<file path="src/hw/rtl/fftns_pkg.sv">
// Package with the types, codes and constants of the first-fit note track splitter.
`default_nettype none

package fftns_pkg;

   localparam int TIME_W         = 24;
   localparam int TRACK_INDEX_W  = 6;
   localparam int COUNT_W        = 7;
   localparam int MAX_TRACKS_DEF = 16;

   localparam logic CMD_PLACE     = 1'b0;
   localparam logic CMD_CLEAR     = 1'b1;
   localparam logic WORD_PAUSE    = 1'b0;
   localparam logic WORD_NOTE     = 1'b1;
   localparam logic STATUS_PLACED = 1'b0;
   localparam logic STATUS_FULL   = 1'b1;

   localparam logic signed [7:0] PAUSE_TONE = -8'sd1;

   typedef struct packed {
      logic                     command;
      logic signed [TIME_W-1:0] note_start;
      logic signed [TIME_W-1:0] note_length;
      logic [6:0]               tone;
      logic [6:0]               volume;
      logic [15:0]              label_tag;
      logic                     has_label;
      logic                     is_control;
   } req_type;

   typedef struct packed {
      logic [TRACK_INDEX_W-1:0] track_index;
      logic                     word_kind;
      logic [TIME_W-1:0]        word_length;
      logic signed [7:0]        out_tone;
      logic [6:0]               out_volume;
      logic [15:0]              out_label_tag;
      logic                     opened_track;
      logic                     status;
      logic                     last;
      logic [COUNT_W-1:0]       tracks_in_use;
   } rsp_type;

   // Search result handed from one cell to the next along the chain.
   typedef struct packed {
      logic                     found;
      logic                     fresh;
      logic [TIME_W-1:0]        end_time;
      logic [TRACK_INDEX_W-1:0] index;
   } link_type;

   // Control broadcast from the sequencer to every cell.
   typedef struct packed {
      logic              clear;
      logic              commit;
      logic [TIME_W-1:0] start;
      logic [TIME_W-1:0] new_end;
   } cell_ctrl_type;

   typedef enum logic [1:0] {
      ST_IDLE,
      ST_SEARCH,
      ST_SECOND
   } state_type;

endpackage

`default_nettype wire

</file>
<file path="src/hw/rtl/fftns_cell.sv">
// One track cell: holds a track's end time and open flag and takes part in the first-fit chain.
`default_nettype none

module fftns_cell #(
   parameter int CELL_INDEX = 0
) (
   input  wire                    clock,
   input  wire                    reset,
   input  fftns_pkg::cell_ctrl_type ctrl,
   input  fftns_pkg::link_type    link_in,
   output fftns_pkg::link_type    link_out
);

   logic                          open_ff;
   logic                          open_in;
   logic [fftns_pkg::TIME_W-1:0]  end_ff;
   logic [fftns_pkg::TIME_W-1:0]  end_in;
   logic                          fit;
   logic                          claim;

   always_comb begin
      fit   = open_ff && (end_ff <= ctrl.start);
      claim = !link_in.found && (fit || !open_ff);

      link_out.found = link_in.found || fit || !open_ff;
      if (claim) begin
         link_out.fresh    = !open_ff;
         link_out.end_time = open_ff ? end_ff : '0;
         link_out.index    = fftns_pkg::TRACK_INDEX_W'(CELL_INDEX);
      end else begin
         link_out.fresh    = link_in.fresh;
         link_out.end_time = link_in.end_time;
         link_out.index    = link_in.index;
      end

      open_in = open_ff;
      end_in  = end_ff;
      if (ctrl.clear) begin
         open_in = 1'b0;
      end else if (ctrl.commit && claim) begin
         open_in = 1'b1;
         end_in  = ctrl.new_end;
      end
   end

   always_ff @(posedge clock) begin
      if (reset) begin
         open_ff <= 1'b0;
      end else begin
         open_ff <= open_in;
      end
      end_ff <= end_in;
   end

endmodule

`default_nettype wire

</file>
<file path="src/hw/rtl/first_fit_note_track_splitter.sv">
// Top level of the first-fit note track splitter: sequencer, result register and cell chain.
// Notes must arrive on the req_ channel ordered by start time, one transaction each; the
// block does not enforce this. They are placed on up to MAX_TRACKS monophonic tracks,
// lowest fitting track first. A clear transaction (command set) empties every track and
// gives no result, as does a skipped note. A placed note gives a note result, preceded by
// a pause result when its track ends before the note starts; a note finding no free track
// gives one status result. Results leave on the rsp_ channel from a single output register.
// A transaction is taken at one clock edge into the note register, and the cell chain is
// searched and updated in a later cycle, once the output register is free, which loads the
// first result into the output register. A clear or skipped note is done when it is taken;
// a placed or dropped note loads its one result in the search step, and a note that needs
// a pause loads its pause result there and its note result, held in a second register,
// once the output register is free again.
// req_stall is high while a transaction is being worked on. When the receiver stalls,
// the output register holds its result and the sequencer waits; the next transaction
// is taken only after the last result of the current one has been loaded.
// Synchronous reset closes every track, empties the output register and returns the
// sequencer to idle.
`default_nettype none

module first_fit_note_track_splitter #(
   parameter int MAX_TRACKS = fftns_pkg::MAX_TRACKS_DEF
) (
   input  wire                 clock,
   input  wire                 reset,
   input  wire                 req_valid,
   output logic                req_stall,
   input  fftns_pkg::req_type  req_data,
   output logic                rsp_valid,
   input  wire                 rsp_stall,
   output fftns_pkg::rsp_type  rsp_data
);

   fftns_pkg::state_type                 state_ff;
   fftns_pkg::state_type                 state_in;
   fftns_pkg::req_type                   note_ff;
   fftns_pkg::req_type                   note_in;
   fftns_pkg::rsp_type                   rsp_ff;
   fftns_pkg::rsp_type                   rsp_in;
   fftns_pkg::rsp_type                   second_ff;
   fftns_pkg::rsp_type                   second_in;
   logic                                 rsp_valid_ff;
   logic                                 rsp_valid_in;
   logic [fftns_pkg::COUNT_W-1:0]        count_ff;
   logic [fftns_pkg::COUNT_W-1:0]        count_in;
   logic [fftns_pkg::COUNT_W-1:0]        count_next;
   fftns_pkg::cell_ctrl_type             ctrl;
   fftns_pkg::link_type                  links [0:MAX_TRACKS];
   fftns_pkg::link_type                  hit;
   logic                                 req_accept;
   logic                                 out_free;
   logic                                 note_ok;
   logic [fftns_pkg::TIME_W:0]           end_sum;
   logic [fftns_pkg::TIME_W-1:0]         gap;
   fftns_pkg::rsp_type                   pause_rsp;
   fftns_pkg::rsp_type                   note_rsp;
   fftns_pkg::rsp_type                   full_rsp;

   assign links[0] = '0;
   assign hit      = links[MAX_TRACKS];

   for (genvar g = 0; g < MAX_TRACKS; g++) begin : g_cell
      fftns_cell #(
         .CELL_INDEX(g)
      ) u_cell (
         .clock    (clock),
         .reset    (reset),
         .ctrl     (ctrl),
         .link_in  (links[g]),
         .link_out (links[g+1])
      );
   end

   always_comb begin
      req_stall  = (state_ff != fftns_pkg::ST_IDLE);
      req_accept = req_valid && !req_stall;
      out_free   = !rsp_valid_ff || !rsp_stall;
      note_ok    = req_data.has_label && !req_data.is_control &&
                   !req_data.note_start[fftns_pkg::TIME_W-1] &&
                   !req_data.note_length[fftns_pkg::TIME_W-1] &&
                   (req_data.note_length != '0);

      end_sum = {1'b0, note_ff.note_start} + {1'b0, note_ff.note_length};
      gap     = note_ff.note_start - hit.end_time;
      count_next = hit.fresh ? count_ff + fftns_pkg::COUNT_W'(1) : count_ff;

      ctrl.clear   = 1'b0;
      ctrl.commit  = 1'b0;
      ctrl.start   = note_ff.note_start;
      ctrl.new_end = end_sum[fftns_pkg::TIME_W] ? '1 : end_sum[fftns_pkg::TIME_W-1:0];

      pause_rsp.track_index   = hit.index;
      pause_rsp.word_kind     = fftns_pkg::WORD_PAUSE;
      pause_rsp.word_length   = gap;
      pause_rsp.out_tone      = fftns_pkg::PAUSE_TONE;
      pause_rsp.out_volume    = '0;
      pause_rsp.out_label_tag = '0;
      pause_rsp.opened_track  = hit.fresh;
      pause_rsp.status        = fftns_pkg::STATUS_PLACED;
      pause_rsp.last          = 1'b0;
      pause_rsp.tracks_in_use = count_next;

      note_rsp.track_index    = hit.index;
      note_rsp.word_kind      = fftns_pkg::WORD_NOTE;
      note_rsp.word_length    = note_ff.note_length;
      note_rsp.out_tone       = {1'b0, note_ff.tone};
      note_rsp.out_volume     = note_ff.volume;
      note_rsp.out_label_tag  = note_ff.label_tag;
      note_rsp.opened_track   = hit.fresh;
      note_rsp.status         = fftns_pkg::STATUS_PLACED;
      note_rsp.last           = 1'b1;
      note_rsp.tracks_in_use  = count_next;

      full_rsp               = '0;
      full_rsp.status        = fftns_pkg::STATUS_FULL;
      full_rsp.last          = 1'b1;
      full_rsp.tracks_in_use = count_ff;

      state_in     = state_ff;
      note_in      = note_ff;
      rsp_in       = rsp_ff;
      second_in    = second_ff;
      count_in     = count_ff;
      rsp_valid_in = rsp_valid_ff && rsp_stall;

      case (state_ff)
         fftns_pkg::ST_IDLE: begin
            if (req_accept) begin
               if (req_data.command == fftns_pkg::CMD_CLEAR) begin
                  ctrl.clear = 1'b1;
                  count_in   = '0;
               end else if (note_ok) begin
                  note_in  = req_data;
                  state_in = fftns_pkg::ST_SEARCH;
               end
            end
         end
         fftns_pkg::ST_SEARCH: begin
            if (out_free) begin
               rsp_valid_in = 1'b1;
               state_in     = fftns_pkg::ST_IDLE;
               if (!hit.found) begin
                  rsp_in = full_rsp;
               end else begin
                  ctrl.commit = 1'b1;
                  count_in    = count_next;
                  if (gap != '0) begin
                     rsp_in    = pause_rsp;
                     second_in = note_rsp;
                     state_in  = fftns_pkg::ST_SECOND;
                  end else begin
                     rsp_in = note_rsp;
                  end
               end
            end
         end
         fftns_pkg::ST_SECOND: begin
            if (out_free) begin
               rsp_valid_in = 1'b1;
               rsp_in       = second_ff;
               state_in     = fftns_pkg::ST_IDLE;
            end
         end
         default: begin
            state_in = fftns_pkg::ST_IDLE;
         end
      endcase

      rsp_valid = rsp_valid_ff;
      rsp_data  = rsp_ff;
   end

   always_ff @(posedge clock) begin
      if (reset) begin
         state_ff     <= fftns_pkg::ST_IDLE;
         rsp_valid_ff <= 1'b0;
         count_ff     <= '0;
      end else begin
         state_ff     <= state_in;
         rsp_valid_ff <= rsp_valid_in;
         count_ff     <= count_in;
      end
      note_ff   <= note_in;
      rsp_ff    <= rsp_in;
      second_ff <= second_in;
   end

   a_count_bound: assert property (@(posedge clock) disable iff (reset)
      count_ff <= fftns_pkg::COUNT_W'(MAX_TRACKS))
      else $error("Open track count exceeds the number of tracks.");

   a_second_pending: assert property (@(posedge clock) disable iff (reset)
      (state_ff == fftns_pkg::ST_SECOND) |-> rsp_valid_ff)
      else $error("Second result pending without a first result in the output register.");

   a_pause_not_last: assert property (@(posedge clock) disable iff (reset)
      (rsp_valid && rsp_data.word_kind == fftns_pkg::WORD_PAUSE &&
       rsp_data.status == fftns_pkg::STATUS_PLACED) |-> !rsp_data.last)
      else $error("Pause result marked as the final result of a transaction.");

   a_full_count: assert property (@(posedge clock) disable iff (reset)
      (rsp_valid && rsp_data.status == fftns_pkg::STATUS_FULL) |->
      (rsp_data.tracks_in_use == fftns_pkg::COUNT_W'(MAX_TRACKS)))
      else $error("No-free-track status given while tracks remain unopened.");

endmodule

`default_nettype wire

</file>
<file path="config.mk">
export PLATFORM = sky130hd
export DESIGN_NAME = first_fit_note_track_splitter
export DESIGN_NICKNAME = d
export VERILOG_FILES = /design/src/hw/rtl/fftns_pkg.sv /design/src/hw/rtl/fftns_cell.sv /design/src/hw/rtl/first_fit_note_track_splitter.sv
export SDC_FILE = /design/constraint.sdc
export NUM_CORES = 1
export LEC_CHECK = 0
export BUFFER_PORTS_ARGS = -buffer_cell sky130_fd_sc_hd__buf_2
export CAP_MARGIN = 5
export CORE_ASPECT_RATIO = 1.4
export CORE_UTILIZATION = 25
export DETAILED_ROUTE_END_ITERATION = 16
export MAX_ROUTING_LAYER = met4
export SKIP_CTS_REPAIR_TIMING = 1
export SYNTH_ARGS = -nofsm -noshare
export SYNTH_HDL_FRONTEND = slang
export SYNTH_HIERARCHICAL = 1
export SYNTH_SLANG_ARGS = --single-unit
</file>
<file path="constraint.sdc">
create_clock -name clock -period 14.19 [get_ports clock]
set_input_delay 4.257 -clock clock [delete_from_list [all_inputs] [get_ports clock]]
set_output_delay 4.257 -clock clock [all_outputs]
set_load 0.02 [all_outputs]
</file>
# Word level (Yosys, flattened, before mapping)
# Index checks and enable logic that the tools add are counted.
# Widths: inputs -> output; s select.
dict set report totals {
  reg_bits 628
  wordCells 313
}
dict set report classes {
  addsub 3
  n_lt_le_gt_ge 16
  n_eq_ne 9
  n_mux 60
  n_bitwise 2
  reduce_logical 166
}
# operator count
set ops {}
lappend ops {{$mux 31} 16}
lappend ops {{$mux 24} 17}
lappend ops {{$le 24x24->1} 16}
lappend ops {{$mux 72} 3}
lappend ops {{$pmux 72 s2} 1}
lappend ops {{$mux 66} 1}
lappend ops {{$logic_and 1x1->1} 53}
lappend ops {{$reduce_bool 24->1} 2}
lappend ops {{$logic_or 1x1->1} 47}
lappend ops {{$logic_not 1->1} 37}
lappend ops {{$mux 7} 5}
lappend ops {{$reduce_and 2->1} 16}
lappend ops {{$add 24x24->25} 1}
lappend ops {{$sub 24x24->24} 1}
lappend ops {{$mux 2} 7}
lappend ops {{$ne 2x2->1 const B} 7}
lappend ops {{$pmux 7 s2} 1}
lappend ops {{$reduce_and 5->1} 2}
lappend ops {{$mux 1} 8}
lappend ops {{$reduce_and 4->1} 2}
lappend ops {{$add 7x1->7 const B} 1}
lappend ops {{$pmux 2 s3} 1}
lappend ops {{$reduce_bool 2->1} 3}
lappend ops {{$reduce_or 2->1} 2}
lappend ops {{other kinds (5)} 6}

# Logic depth before layout (Yosys ltp)
dict set report logic_depth {
  depth_word 40
  mapped_depth 70
  ltp_nobuf 52
}

# Modules after synthesis
# The synthesis kept the hierarchy.
# mod n_inst cells_per_inst area_per_inst_um2 seq_area_each_um2
set by_module_without_submodules {}
lappend by_module_without_submodules {{fftns_cell at g_cell[10].u_cell ...} 15 233 1984.4 740.7}
lappend by_module_without_submodules {first_fit_note_track_splitter 1 919 11054.4 6746.5}
lappend by_module_without_submodules {{fftns_cell at g_cell[0].u_cell} 1 233 1989.4 740.7}

# Worst setup path before layout
# Ideal clock, no wire load.
dict set report synth_timing {
  path_kind {reg2reg}
  from {register note_ff (netlist bit ctrl[25])}
  to {register second_ff[0] in the netlist's numbering, enable pin}
  t_arrival_ns 14.868
  slack_ns -1.173
  stages_incl_launch_ff 69
  path_buffers 20
  synth_period_minus_slack_ns 15.363
  path_cell_list {edfxtp_1 > inv_1 > ha_1 > nor2b_1 > o211ai_1 > a21oi_1 > o311ai_0 > a21oi_4 > buf_2 > nand3_1 > clkbuf_1 > inv_1 > nand3_1 > clkbuf_1 > inv_1 > nand3_1 > clkbuf_1 > inv_1 > [... 33 more ...] > nand3_1 > clkbuf_1 > clkbuf_1 > nand2_1 > o211ai_1 > inv_1 > ha_1 > clkbuf_1 > and4_1 > and3_1 > a2111oi_0 > o21ai_0 > xnor2_1 > nor4_1 > and4_1 > buf_4 > buf_6 > nor2_1}
}
# item line_no
set synth_lines {}
lappend synth_lines {{from (decl)} first_fit_note_track_splitter.sv:36} ;# fftns_pkg::req_type note_ff;
lappend synth_lines {{from (signal assigned)} first_fit_note_track_splitter.sv:183} ;# note_ff <= note_in;
lappend synth_lines {{to (signal assigned)} first_fit_note_track_splitter.sv:185} ;# second_ff <= second_in;
lappend synth_lines {{to (decl)} first_fit_note_track_splitter.sv:40} ;# fftns_pkg::rsp_type second_ff;

==> results.toml <==
[layout]
multiInputGateArea_um2 = 21800
area_growth_syn_to_layout_pct = 15.1
drive_above_1_share_pct = 9.59
fillers = 17600
regArea_um2 = 18600
nNetsFinal = 5344

[cts]
clock_latency_ns = 0.70
cts_root_buf = "clkbuf_16"
cts_tree = "yes"
cts_buffers = 73
cts_sinks = 628
clk_pin_slew_ns = 0.06
cts_max_path_buffers = 3
h-tree-depth = 3

[routing]
wl_per_cell_um = 20.8
num_vias = 36700
routed_wl_mm = 149
vias_per_cell = 5.13
drt_iter0_drc = 3465
route.detailed.drc = 0
final_antenna_net_count = 0
first_pass_iters = 6

[min_path]
hold_path.class = "reg -> reg"
min_from = "note_ff[27]"

[global_routing]
grt_pass1_vias = 35300
grt_pass1_wl_mm = 219
grtUsageMet1_pct = 18.9
antenna_found_initial = 16
met2_usage_pct = 30.0
grt-busiest-layer = "met2"
grt_start_max_net_pins = 127
track_usage_pct = 17.4
grtUsageMet3_pct = 2.09
overflow = 0

[synth]
yosysWarnings = 6
syn_area_um2 = 42800
synth_edf_count = 602
netlist_top_cells_area = "edfxtp_1 42%, ha_1 13%, nand2_1 7.6%, o211ai_1 7.1%, nand3_1 5.4%"
ys_seq_area_share_pct = 43.4
async_flop_share_pct = 0
synth_cell_types = 65
yosysMostFrequentCell = "nand2_1"
yosys.area.top_type = "edfxtp_1"
synthCells = 4647
synth_ff_type = "edfxtp_1"
avgSynthCellArea_um2 = 9.21
netlist.area_leader.share_pct = 42.2
synth_common_cells = "862 x nand2_1, 602 x edfxtp_1, 470 x inv_1"
yosys_register_bits = 628

[setup_path]
critPathLaunch = "ctrl[33]"
crit_path_end_kind = "flip-flop"
critPathKind = "reg -> reg"
worstPathRequired_ns = 14.72
cp-start-kind = "flip-flop"
cp_slowest_cell = "and4_1"
arrival_ns = 12.79
cp_max_fo = 30
regToRegStartpoint = "ctrl[33]"
crit_top_cell = "nand3_1"
critPathMaxStageDelay_ns = 0.66

[die]
start_util_pct = 25.2
die_w_um = 352
dieArea_um2 = 173000
core_area_um2 = 170000
ioPinCount = 159
die_y_um = 492
row_count = 179

[timing]
final_max_slew_viol_count = 0
rsz0062_at_grt = "no"
clock-skew-final_ns = 0.0300
fin_tns_setup_ns = 0
period_needed_ns = 12.26
fin_crit_sh_pct = 86.4
finalHoldViolations = 0
fmax_ghz = 0.0815
tightest_slew_ns = 1.33
relSlewSlack_pct = 11.4
setup_viol = 0

[power_and_ir_drop]
p_leak_uw = 0.0178
finalPower_uw = 4340
power-per-cell-area_nw_per_um2 = 88.0
vdd_drop_max_mv = 0.0957

[flow_run]
cap_viol_max_count = 0

[placed_design]
io_buffers = 158
post-dp-hpwl_mm = 102
gp_routability_congestion = 0.930

[status]
status = "finished clean"
## worst max-delay path, delay by kind of cell (launching register included)
family	cells	cell delay [ns]
compound gates	21	4.56
xor+xnor	1	0.25
fa+ha+maj	2	0.69
buf+inv	8	1.71
flops	1	0.32
simple gates	22	4.50
## report_power, final
| part | leakage (uW) | total [uW] | switching (uW) | internal (uW) |
|---|---|---|---|---|
| Clock | 0.00121 | 2000 | 847 | 1150 |
| Sequential | 0.00530 | 2030 | 3.13 | 2030 |
| Combinational | 0.0113 | 303 | 206 | 97.1 |
## cells in the final DEF, fill, tap and decap left out, drive strengths merged, types with 17 or more instances in the layout
cell	n
nand3	460
conb	58
nand4	99
and3	29
nand2b	76
buf	283
clkbuf	95
and2	67
xnor2	22
clkinv	26
o211ai	404
or4	18
a21oi	182
nand2	863
ha	435
o21ai	127
inv	473
a211oi	58
o221ai	18
a31oi	22
xor2	28
dfxtp	26
o311ai	17
a21o	43
nor2	90
nor3	67
edfxtp	602
a21boi	17
a2111oi	34
nor2b	63
## sequential cells by signal, summed over array words and instances, names as in the netlist
register / cells
second_ff: 68
g_cell.u_cell/open_ff: 16
count_ff: 7
note_ff: 54
g_cell.u_cell/end_ff: 384
ctrl: 24
rsp_valid: 1
rsp_data: 72
state_ff: 2
## final cells by class
type / count / share of cell area (%)
Inverter: 470 / 3.58
Multi-Input combinational cell: 3366 / 44.3
Clock buffer: 95 / 4.06
Timing Repair Buffer: 283 / 3.51
Tap cell: 2262 / 5.75
Antenna cell: 8 / 0.0406
Clock inverter: 39 / 1.02
Sequential cell: 628 / 37.8
## through the flow
step                      hold WS (ns)  worst slack, ns  std cells  instance area [um2]  util [%]
after floorplan                  0.417           -0.554       4704                43000         -
after global placement           0.431             2.29       7009                46700      27.5
after detailed placement         0.431             2.17       7009                46700      27.5
after CTS                        0.446             2.06       7143                49200      29.0
after global routing             0.463            0.957       7147                49200      29.0
final                            0.445             1.93       7151                49300      29.0
## cell families after synthesis
| family | Yosys count | share of synthesized area [%] |
|---|---|---|
| DFF | 628 | 43.4 |
| AOI/OAI and AO/OA | 960 | 15.9 |
| buffers and inverters | 710 | 6.54 |
| and+or+nand+nor | 1858 | 20.2 |
| muxes | 3 | 0.0731 |
| xor gates and xnor gates | 50 | 1.02 |
| other | 1 | 0.00876 |
| adders and majority gates | 437 | 12.8 |
## final timing paths
path | endpoint | slack, ns | depth (start not counted)
hold reg to reg | second_ff[35] | 0.44 | 0
setup reg to reg | rsp_data[12] | 1.93 | 54
setup / recovery | rsp_data[12] | 1.93 | 54
hold / removal | second_ff[35] | 0.44 | 0
## layer usage
layer / share of wire, % / up-vias
met5: 0 / -
met4: 6.8 / 0
met3: 5.4 / 460
met2: 50 / 1314
met1: 37 / 17700
li1: - / 17200
No activity file was read; power rests on OpenSTA's default activity.
